<file path="src/rtl/ple_pkg.sv">
`default_nettype none
// ----------------------------------------------------------------------------
// ple_pkg: shared types and constants of the positional list engine
// Operation and status codes, and the request and result transfer structs.
// ----------------------------------------------------------------------------
package ple_pkg;

  localparam int CAPACITY_DEF = 32;

  typedef enum logic [2:0] {
    OP_CREATE    = 3'd0,
    OP_INS_FRONT = 3'd1,
    OP_INS_POS   = 3'd2,
    OP_APPEND    = 3'd3,
    OP_DEL_FRONT = 3'd4,
    OP_DEL_POS   = 3'd5,
    OP_DEL_END   = 3'd6,
    OP_DISPLAY   = 3'd7
  } op_t;

  typedef enum logic [2:0] {
    ST_OK     = 3'd0,
    ST_EMPTY  = 3'd1,
    ST_RANGE  = 3'd2,
    ST_FULL   = 3'd3,
    ST_EXISTS = 3'd4,
    ST_NONE   = 3'd5
  } status_t;

  typedef struct packed {
    logic [2:0]         op;
    logic signed [31:0] value;
    logic [15:0]        position;
  } req_t;

  typedef struct packed {
    logic [2:0]         status;
    logic signed [31:0] element;
    logic               last;
    logic [5:0]         length;
  } res_t;

endpackage
`default_nettype wire

</file>
<file path="src/rtl/ple_mem.sv">
`default_nettype none
// ----------------------------------------------------------------------------
// ple_mem: list entry storage
// One write port and one read port with registered read data.
// ----------------------------------------------------------------------------
module ple_mem
  import ple_pkg::*;
#(
  parameter int CAPACITY = CAPACITY_DEF
) (
  input  wire logic                        clk,
  input  wire logic                        wr_en,
  input  wire logic [$clog2(CAPACITY)-1:0] wr_addr,
  input  wire logic [31:0]                 wr_data,
  input  wire logic                        rd_en,
  input  wire logic [$clog2(CAPACITY)-1:0] rd_addr,
  output logic      [31:0]                 rd_data
);

  logic [31:0] mem [CAPACITY];

  always_ff @(posedge clk) begin
    if (wr_en) begin
      mem[wr_addr] <= wr_data;
    end
  end

  always_ff @(posedge clk) begin
    if (rd_en) begin
      rd_data <= mem[rd_addr];
    end
  end

endmodule
`default_nettype wire

</file>
<file path="src/rtl/ple_seq.sv">
`default_nettype none
// ----------------------------------------------------------------------------
// ple_seq: request sequencer of the positional list engine
// Checks each request, then walks the storage with one index counter to
// shift entries up or down, write a new entry, or stream the list out.
// ----------------------------------------------------------------------------
module ple_seq
  import ple_pkg::*;
#(
  parameter int CAPACITY = CAPACITY_DEF
) (
  input  wire logic                        clk,
  input  wire logic                        rst_n,
  input  wire logic                        in_valid,
  output logic                             in_ready,
  input  wire req_t                        in_data,
  output logic                             res_valid,
  input  wire logic                        res_ready,
  output res_t                             res_data,
  output logic                             mem_wr_en,
  output logic [$clog2(CAPACITY)-1:0]      mem_wr_addr,
  output logic [31:0]                      mem_wr_data,
  output logic                             mem_rd_en,
  output logic [$clog2(CAPACITY)-1:0]      mem_rd_addr,
  input  wire logic [31:0]                 mem_rd_data
);

  localparam int AW = $clog2(CAPACITY);
  localparam int LW = $clog2(CAPACITY + 1);
  localparam logic [LW-1:0] CAP_L = LW'(CAPACITY);

  typedef enum logic [3:0] {
    S_IDLE,
    S_UP,
    S_UP_LAST,
    S_PUT,
    S_DN,
    S_DN_LAST,
    S_DISP_RD,
    S_DISP_OUT,
    S_RESULT
  } state_t;

  state_t        state_r, state_nxt;
  logic [LW-1:0] len_r, len_nxt;
  logic [AW-1:0] cnt_r, cnt_nxt;
  logic [AW-1:0] idx_r, idx_nxt;
  logic [AW-1:0] wptr_r, wptr_nxt;
  logic          pend_r, pend_nxt;
  logic [31:0]   val_r, val_nxt;
  status_t       status_r, status_nxt;

  logic          do_ins, do_del;
  logic [AW-1:0] tgt_idx;
  logic [15:0]   pos_m1;
  logic [16:0]   len_p1;
  logic          pos_bad_ins, pos_bad_del;
  logic          is_last;
  logic [LW-1:0] len_m1;
  logic [LW+5:0] len_ext;

  assign in_ready    = (state_r == S_IDLE);
  assign pos_m1      = in_data.position - 16'd1;
  assign len_p1      = 17'(len_r) + 17'd1;
  assign pos_bad_ins = (in_data.position == 16'd0) || ({1'b0, in_data.position} > len_p1);
  assign pos_bad_del = (in_data.position == 16'd0) || (in_data.position > 16'(len_r));
  assign len_m1      = len_r - LW'(1);
  assign is_last     = (LW'(cnt_r) == len_m1);
  assign len_ext     = {6'd0, len_r};

  always_comb begin
    state_nxt   = state_r;
    len_nxt     = len_r;
    cnt_nxt     = cnt_r;
    idx_nxt     = idx_r;
    wptr_nxt    = wptr_r;
    pend_nxt    = pend_r;
    val_nxt     = val_r;
    status_nxt  = status_r;
    do_ins      = 1'b0;
    do_del      = 1'b0;
    tgt_idx     = '0;
    mem_wr_en   = 1'b0;
    mem_wr_addr = wptr_r;
    mem_wr_data = mem_rd_data;
    mem_rd_en   = 1'b0;
    mem_rd_addr = cnt_r;
    res_valid   = 1'b0;
    res_data.status  = status_r;
    res_data.element = '0;
    res_data.last    = 1'b1;
    res_data.length  = len_ext[5:0];

    case (state_r)
      S_IDLE: begin
        if (in_valid) begin
          val_nxt    = in_data.value;
          status_nxt = ST_OK;
          state_nxt  = S_RESULT;
          case (in_data.op)
            OP_CREATE: begin
              if (len_r != '0) status_nxt = ST_EXISTS;
              else do_ins = 1'b1;
            end
            OP_INS_FRONT: begin
              if (len_r == '0) status_nxt = ST_NONE;
              else if (len_r >= CAP_L) status_nxt = ST_FULL;
              else do_ins = 1'b1;
            end
            OP_INS_POS: begin
              if (pos_bad_ins) status_nxt = ST_RANGE;
              else if (len_r >= CAP_L) status_nxt = ST_FULL;
              else begin
                do_ins  = 1'b1;
                tgt_idx = pos_m1[AW-1:0];
              end
            end
            OP_APPEND: begin
              if (len_r >= CAP_L) status_nxt = ST_FULL;
              else begin
                do_ins  = 1'b1;
                tgt_idx = AW'(len_r);
              end
            end
            OP_DEL_FRONT: begin
              if (len_r == '0) status_nxt = ST_EMPTY;
              else do_del = 1'b1;
            end
            OP_DEL_POS: begin
              if (len_r == '0) status_nxt = ST_EMPTY;
              else if (pos_bad_del) status_nxt = ST_RANGE;
              else begin
                do_del  = 1'b1;
                tgt_idx = pos_m1[AW-1:0];
              end
            end
            OP_DEL_END: begin
              if (len_r == '0) status_nxt = ST_EMPTY;
              else len_nxt = len_m1;
            end
            default: begin
              if (len_r == '0) status_nxt = ST_EMPTY;
              else begin
                cnt_nxt   = '0;
                state_nxt = S_DISP_RD;
              end
            end
          endcase
          pend_nxt = 1'b0;
          idx_nxt  = tgt_idx;
          if (do_ins) begin
            if (LW'(tgt_idx) == len_r) begin
              state_nxt = S_PUT;
            end else begin
              cnt_nxt   = AW'(len_m1);
              state_nxt = S_UP;
            end
          end
          if (do_del) begin
            if (LW'(tgt_idx) == len_m1) begin
              len_nxt = len_m1;
            end else begin
              cnt_nxt   = tgt_idx + AW'(1);
              state_nxt = S_DN;
            end
          end
        end
      end
      S_UP: begin
        mem_rd_en = 1'b1;
        mem_wr_en = pend_r;
        pend_nxt  = 1'b1;
        wptr_nxt  = cnt_r + AW'(1);
        if (cnt_r == idx_r) state_nxt = S_UP_LAST;
        else cnt_nxt = cnt_r - AW'(1);
      end
      S_UP_LAST: begin
        mem_wr_en = 1'b1;
        pend_nxt  = 1'b0;
        state_nxt = S_PUT;
      end
      S_PUT: begin
        mem_wr_en   = 1'b1;
        mem_wr_addr = idx_r;
        mem_wr_data = val_r;
        len_nxt     = len_r + LW'(1);
        state_nxt   = S_RESULT;
      end
      S_DN: begin
        mem_rd_en = 1'b1;
        mem_wr_en = pend_r;
        pend_nxt  = 1'b1;
        wptr_nxt  = cnt_r - AW'(1);
        if (is_last) state_nxt = S_DN_LAST;
        else cnt_nxt = cnt_r + AW'(1);
      end
      S_DN_LAST: begin
        mem_wr_en = 1'b1;
        pend_nxt  = 1'b0;
        len_nxt   = len_m1;
        state_nxt = S_RESULT;
      end
      S_DISP_RD: begin
        mem_rd_en = 1'b1;
        state_nxt = S_DISP_OUT;
      end
      S_DISP_OUT: begin
        res_valid        = 1'b1;
        res_data.status  = ST_OK;
        res_data.element = mem_rd_data;
        res_data.last    = is_last;
        if (res_ready) begin
          if (is_last) begin
            state_nxt = S_IDLE;
          end else begin
            cnt_nxt   = cnt_r + AW'(1);
            state_nxt = S_DISP_RD;
          end
        end
      end
      S_RESULT: begin
        res_valid = 1'b1;
        if (res_ready) state_nxt = S_IDLE;
      end
      default: begin
        state_nxt = S_IDLE;
      end
    endcase
  end

  always_ff @(posedge clk) begin
    if (!rst_n) begin
      state_r <= S_IDLE;
      len_r   <= '0;
      pend_r  <= 1'b0;
    end else begin
      state_r  <= state_nxt;
      len_r    <= len_nxt;
      pend_r   <= pend_nxt;
    end
    cnt_r    <= cnt_nxt;
    idx_r    <= idx_nxt;
    wptr_r   <= wptr_nxt;
    val_r    <= val_nxt;
    status_r <= status_nxt;
  end

endmodule
`default_nettype wire

</file>
<file path="src/rtl/positional_list_engine_unit.sv">
`default_nettype none
// ----------------------------------------------------------------------------
// positional_list_engine_unit: ordered list of signed 32-bit values
// The list is held packed in a single-port-read, single-port-write memory,
// front at entry 0. A request is taken only while the block is idle. An
// error result or a delete of the last entry goes straight to the result;
// a write at the end of the list (create, append, or a position insert
// just past the last entry) writes the new entry and then gives the result.
// An insert shifts the entries from the end down to its index up by one
// before writing the new entry, and a delete shifts the entries above its
// index down by one. One entry is moved per cycle through the memory's
// read port. Display reads each element and then offers it, and reads the
// next one only once it has been taken. Each result passes through an
// output register, so the block can start the next request while the last
// result waits to be taken.
// ----------------------------------------------------------------------------
module positional_list_engine_unit
  import ple_pkg::*;
#(
  parameter int CAPACITY = CAPACITY_DEF
) (
  input  wire logic clk,
  input  wire logic rst_n,
  input  wire logic in_valid,
  output logic      in_ready,
  input  wire req_t in_data,
  output logic      out_valid,
  input  wire logic out_ready,
  output res_t      out_data
);

  localparam int AW = $clog2(CAPACITY);

  logic          res_valid;
  logic          res_ready;
  res_t          res_data;
  logic          mem_wr_en;
  logic [AW-1:0] mem_wr_addr;
  logic [31:0]   mem_wr_data;
  logic          mem_rd_en;
  logic [AW-1:0] mem_rd_addr;
  logic [31:0]   mem_rd_data;
  logic          out_valid_r;
  res_t          out_data_r;

  ple_seq #(
    .CAPACITY(CAPACITY)
  ) u_seq (
    .clk         (clk),
    .rst_n       (rst_n),
    .in_valid    (in_valid),
    .in_ready    (in_ready),
    .in_data     (in_data),
    .res_valid   (res_valid),
    .res_ready   (res_ready),
    .res_data    (res_data),
    .mem_wr_en   (mem_wr_en),
    .mem_wr_addr (mem_wr_addr),
    .mem_wr_data (mem_wr_data),
    .mem_rd_en   (mem_rd_en),
    .mem_rd_addr (mem_rd_addr),
    .mem_rd_data (mem_rd_data)
  );

  ple_mem #(
    .CAPACITY(CAPACITY)
  ) u_mem (
    .clk     (clk),
    .wr_en   (mem_wr_en),
    .wr_addr (mem_wr_addr),
    .wr_data (mem_wr_data),
    .rd_en   (mem_rd_en),
    .rd_addr (mem_rd_addr),
    .rd_data (mem_rd_data)
  );

  assign res_ready = !out_valid_r || out_ready;
  assign out_valid = out_valid_r;
  assign out_data  = out_data_r;

  always_ff @(posedge clk) begin
    if (!rst_n) begin
      out_valid_r <= 1'b0;
    end else if (res_ready) begin
      out_valid_r <= res_valid;
    end
    if (res_ready && res_valid) begin
      out_data_r <= res_data;
    end
  end

  a_busy_after_accept: assert property (@(posedge clk) disable iff (!rst_n)
    in_valid && in_ready |=> !in_ready)
    else $error("request accepted while a previous one is in progress");

  a_error_is_last: assert property (@(posedge clk) disable iff (!rst_n)
    out_valid && (out_data.status != ST_OK) |-> out_data.last)
    else $error("error result not marked last");

  a_error_no_element: assert property (@(posedge clk) disable iff (!rst_n)
    out_valid && (out_data.status != ST_OK) |-> (out_data.element == '0))
    else $error("error result carries an element");

endmodule
`default_nettype wire
</file>
<file path="config.mk">
export PLATFORM = sky130hd
export DESIGN_NAME = positional_list_engine_unit
export DESIGN_NICKNAME = d
export VERILOG_FILES = /design/src/rtl/ple_pkg.sv /design/src/rtl/ple_mem.sv /design/src/rtl/ple_seq.sv /design/src/rtl/positional_list_engine_unit.sv
export SDC_FILE = /design/constraint.sdc
export NUM_CORES = 1
export LEC_CHECK = 0
export BUFFER_PORTS_ARGS = -buffer_cell sky130_fd_sc_hd__buf_2
export CORE_MARGIN = 3
export CORE_UTILIZATION = 65
export DETAILED_ROUTE_END_ITERATION = 8
export PLACE_DENSITY_LB_ADDON = 0.12
export SYNTH_ARGS = -nofsm -noshare
export SYNTH_HDL_FRONTEND = slang
export SYNTH_SLANG_ARGS = --single-unit
export TNS_END_PERCENT = 30
</file>
<file path="constraint.sdc">
create_clock -name clk -period 10.36 [get_ports clk]
set_clock_uncertainty 0.15 [all_clocks]
set_input_delay 0.518 -clock clk [delete_from_list [all_inputs] [get_ports clk]]
set_output_delay 0.518 -clock clk [all_outputs]
set_load 0.005 [all_outputs]
</file>
==> impl_metrics.yaml <==
logic_synthesis:
  synthFlopType: "edfxtp_1"
  syn_area_per_cell_um2: 21.1
  yosys_warnings: 0
  synth_top_area_cell: "edfxtp_1"
  ys_ff_latch: 1160
  synth_edf_count: 1148
  ys_types: 63
  async_reset_ff_share_pct: 0
  synth_nets: 2245
  synthCells: 2170
  synth_top_area_share_pct: 75.2
  synth.cell_area_mm2: 0.0459
  yosysSeqAreaShare_pct: 75.7
  synth_area_leaders: "edfxtp_1 75%, mux4_2 16%, nand2_1 1.3%"
worst_setup_path:
  path_max_fanout: 13
  crit_type: "reg -> reg"
  cp-end-kind: "register"
  critPathCapture: "u_seq.mem_rd_addr[4]"
  crit_required_ns: 10.57
  r2r_slack_ns: 5.25
  worstSetupStartpointType: "register"
  crit_start: "u_seq.len_r[0]"
  critPathArrivalTime_ns: 5.32
  rr_endpoint: "u_seq.mem_rd_addr[4]"
  r2r-start: "u_seq.len_r[0]"
  rr_worst_depth: 14
route:
  drtPass1Iterations: 6
  vias: 23500
  postRouteAntennaNets: 0
  drtIter0Drc: 2808
  wl_per_cell_um: 33.3
  post-route-drc-count: 0
  totalWireLength_mm: 112
  via_per_inst: 6.95
clock_network:
  clock_path_buffers: 3
  cts_setup_buffers: 0
  cts_buffers: 111
  cts_resized: 0
  cts_tree: "yes"
  cts_max_level: 3
  cts_hold_buf: 32
  cts-root-buf: "clkbuf_16"
  path_clk_slew_ns: 0.06
  clock_latency_ns: 0.69
  cts.sinks: 1160
grt:
  grt.total_usage_pct: 31.3
  grt_max_degree: 144
  grt_pass1_wl_mm: 164
  antenna_found_initial: 0
  grt_pass1_vias: 23900
  grt.overflow.total: 0
timing:
  fmax_mhz: 196
  period_share_pct: 49.3
  timing.final.crit_period_ns: 5.11
  setup_violations: 0
  holdWs_ns: 0.119
  final_hold_viol_count: 0
  tightest_slew_ns: 1.37
  setup_tns_ns: 0
  grt_setup_unrepaired: "false"
  slew_headroom_pct: 8.54
  drv_slew: 0
die:
  io_pins: 99
  die_w_um: 272
  start_util_pct: 66.3
  core_area_mm2: 0.0692
  die_area_mm2: 0.0738
  die_h_um: 272
  rows: 96
flow_run:
  drv_cap: 0
place:
  place_hpwl_mm: 56.6
  globalplace.congestion: 0.833
  port_buffers: 98
final_layout:
  diodes: 0
  nets: 2429
  area_growth_pct: 12.6
  drive_gt1_share_pct: 28.9
run_status:
  status: "complete, no violations"
power_and_ir_drop:
  ir_worst_vdd_mv: 0.247
  p_per_area_mw_per_mm2: 280
  total_leakage_power_uw: 0.0164
hold_path:
  whs_path_depth: 3
  hold_class: "in -> reg"
## per-layer routing
layer	vias to the layer above	share of wire [%]	track usage, %
met5	-	0	0
li1	9383	-	-
met3	222	11	7.96
met4	0	3.0	9.39
met2	1494	48	48.7
met1	12400	38	45.2
## per-stage QoR
step | total power [µW] | setup WS [ns] | std cells | util [%] | area (µm²)
finish | 14500 | 5.25 | 3376 | 74.7 | 51600
detailed placement | 10600 | 5.33 | 3140 | 69.1 | 47800
floorplan | 9270 | 6.24 | 2170 | - | 45900
CTS | 14500 | 5.27 | 3376 | 74.7 | 51600
global route | 15000 | 4.91 | 3376 | 74.7 | 51600
global placement | 10500 | 5.35 | 3140 | 69.1 | 47800
## worst min path at each step
stage	start	to	slack [ns]
detailed placement	u_seq.pend_r	u_seq.pend_r	0.34
global placement	u_seq.pend_r	u_seq.pend_r	0.32
floorplan	u_seq.len_r[3]	out_data[3]	0.25
CTS	out_ready	out_valid	0.09
finish	out_ready	out_valid	0.12
global route	rst_n	u_seq.len_r[2]	0.11
## power breakdown
group	internal [µW]	switching [µW]	total, µW
Combinational	1750	2420	4170
Sequential	6160	170	6330
Clock	2230	1730	3950
## synth_stat cells (all sizes together) (4+ instances only)
| library cell | number |
|---|---|
| a21oi | 29 |
| a31oi | 6 |
| and2 | 37 |
| buf | 37 |
| clkbuf | 71 |
| dfxtp | 12 |
| edfxtp | 1148 |
| ha | 20 |
| inv | 18 |
| mux2 | 33 |
| mux2i | 12 |
| mux4 | 320 |
| nand2 | 155 |
| nand2b | 5 |
| nand3 | 23 |
| nand3b | 4 |
| nand4 | 8 |
| nor2 | 67 |
| nor2b | 9 |
| nor3 | 19 |
| nor3b | 7 |
| nor4 | 5 |
| o211ai | 12 |
| o21a | 5 |
| o21ai | 18 |
| o221ai | 5 |
| o22ai | 7 |
| o31ai | 8 |
| xnor2 | 20 |
| xor2 | 9 |
## worst max-delay path, stage by stage (launching register included)
cell and delay [ns]:
dfxtp_1 0.70, inv_1 0.33, ha_1 0.59, inv_1 0.22
ha_1 0.33, nor2b_1 0.13, o211ai_1 0.15, a211oi_1 0.14
nor3_2 0.47, o211ai_1 0.18, a222oi_1 0.58, a31oi_2 0.31
mux2i_1 0.19, mux2i_1 0.18, o221ai_1 0.14
## cells in the final DEF, fill, tap and decap left out, drive strengths merged, types with 22 or more instances in the layout
cell	n
mux4	320
clkbuf	136
and2	37
a21oi	29
nand2	155
dlygate4sd3	32
nand3	23
inv	22
buf	147
edfxtp	1148
clkinv	52
nor2	67
mux2	33
## state kept, by name, summed over array words and instances (netlist names), 5 cells and up
| signal | cells |
|---|---|
| u_seq.val_r | 32 |
| u_mem.rd_data | 32 |
| out_data | 42 |
| u_seq.wptr_r | 5 |
| u_seq.mem_rd_addr | 5 |
| u_mem.mem | 1024 |
| u_seq.len_r | 6 |
| u_seq.idx_r | 5 |
## final cells by class
class	instances	area, µm²
clock inverter	68	637
fill	3764	17500
inverter	21	78.8
tap	931	1160
multi-input combinational	881	10900
timing repair buffer	179	1200
clock buffer	136	2910
sequential	1160	34700
## kinds of logic (layout without fill, tap and decap cells)
family / Yosys count / after routing / synth area share, %
buffers and inverters: 129 / 404 / 1.06
muxes: 365 / 365 / 16.8
and+or+nand+nor: 348 / 348 / 3.50
adders and majority gates: 20 / 20 / 0.546
xor gates and xnor gates: 29 / 29 / 0.554
DFF: 1160 / 1160 / 75.7
AOI/OAI and AO/OA: 119 / 119 / 1.87
Note: power is estimated with default switching activity, not from simulation.
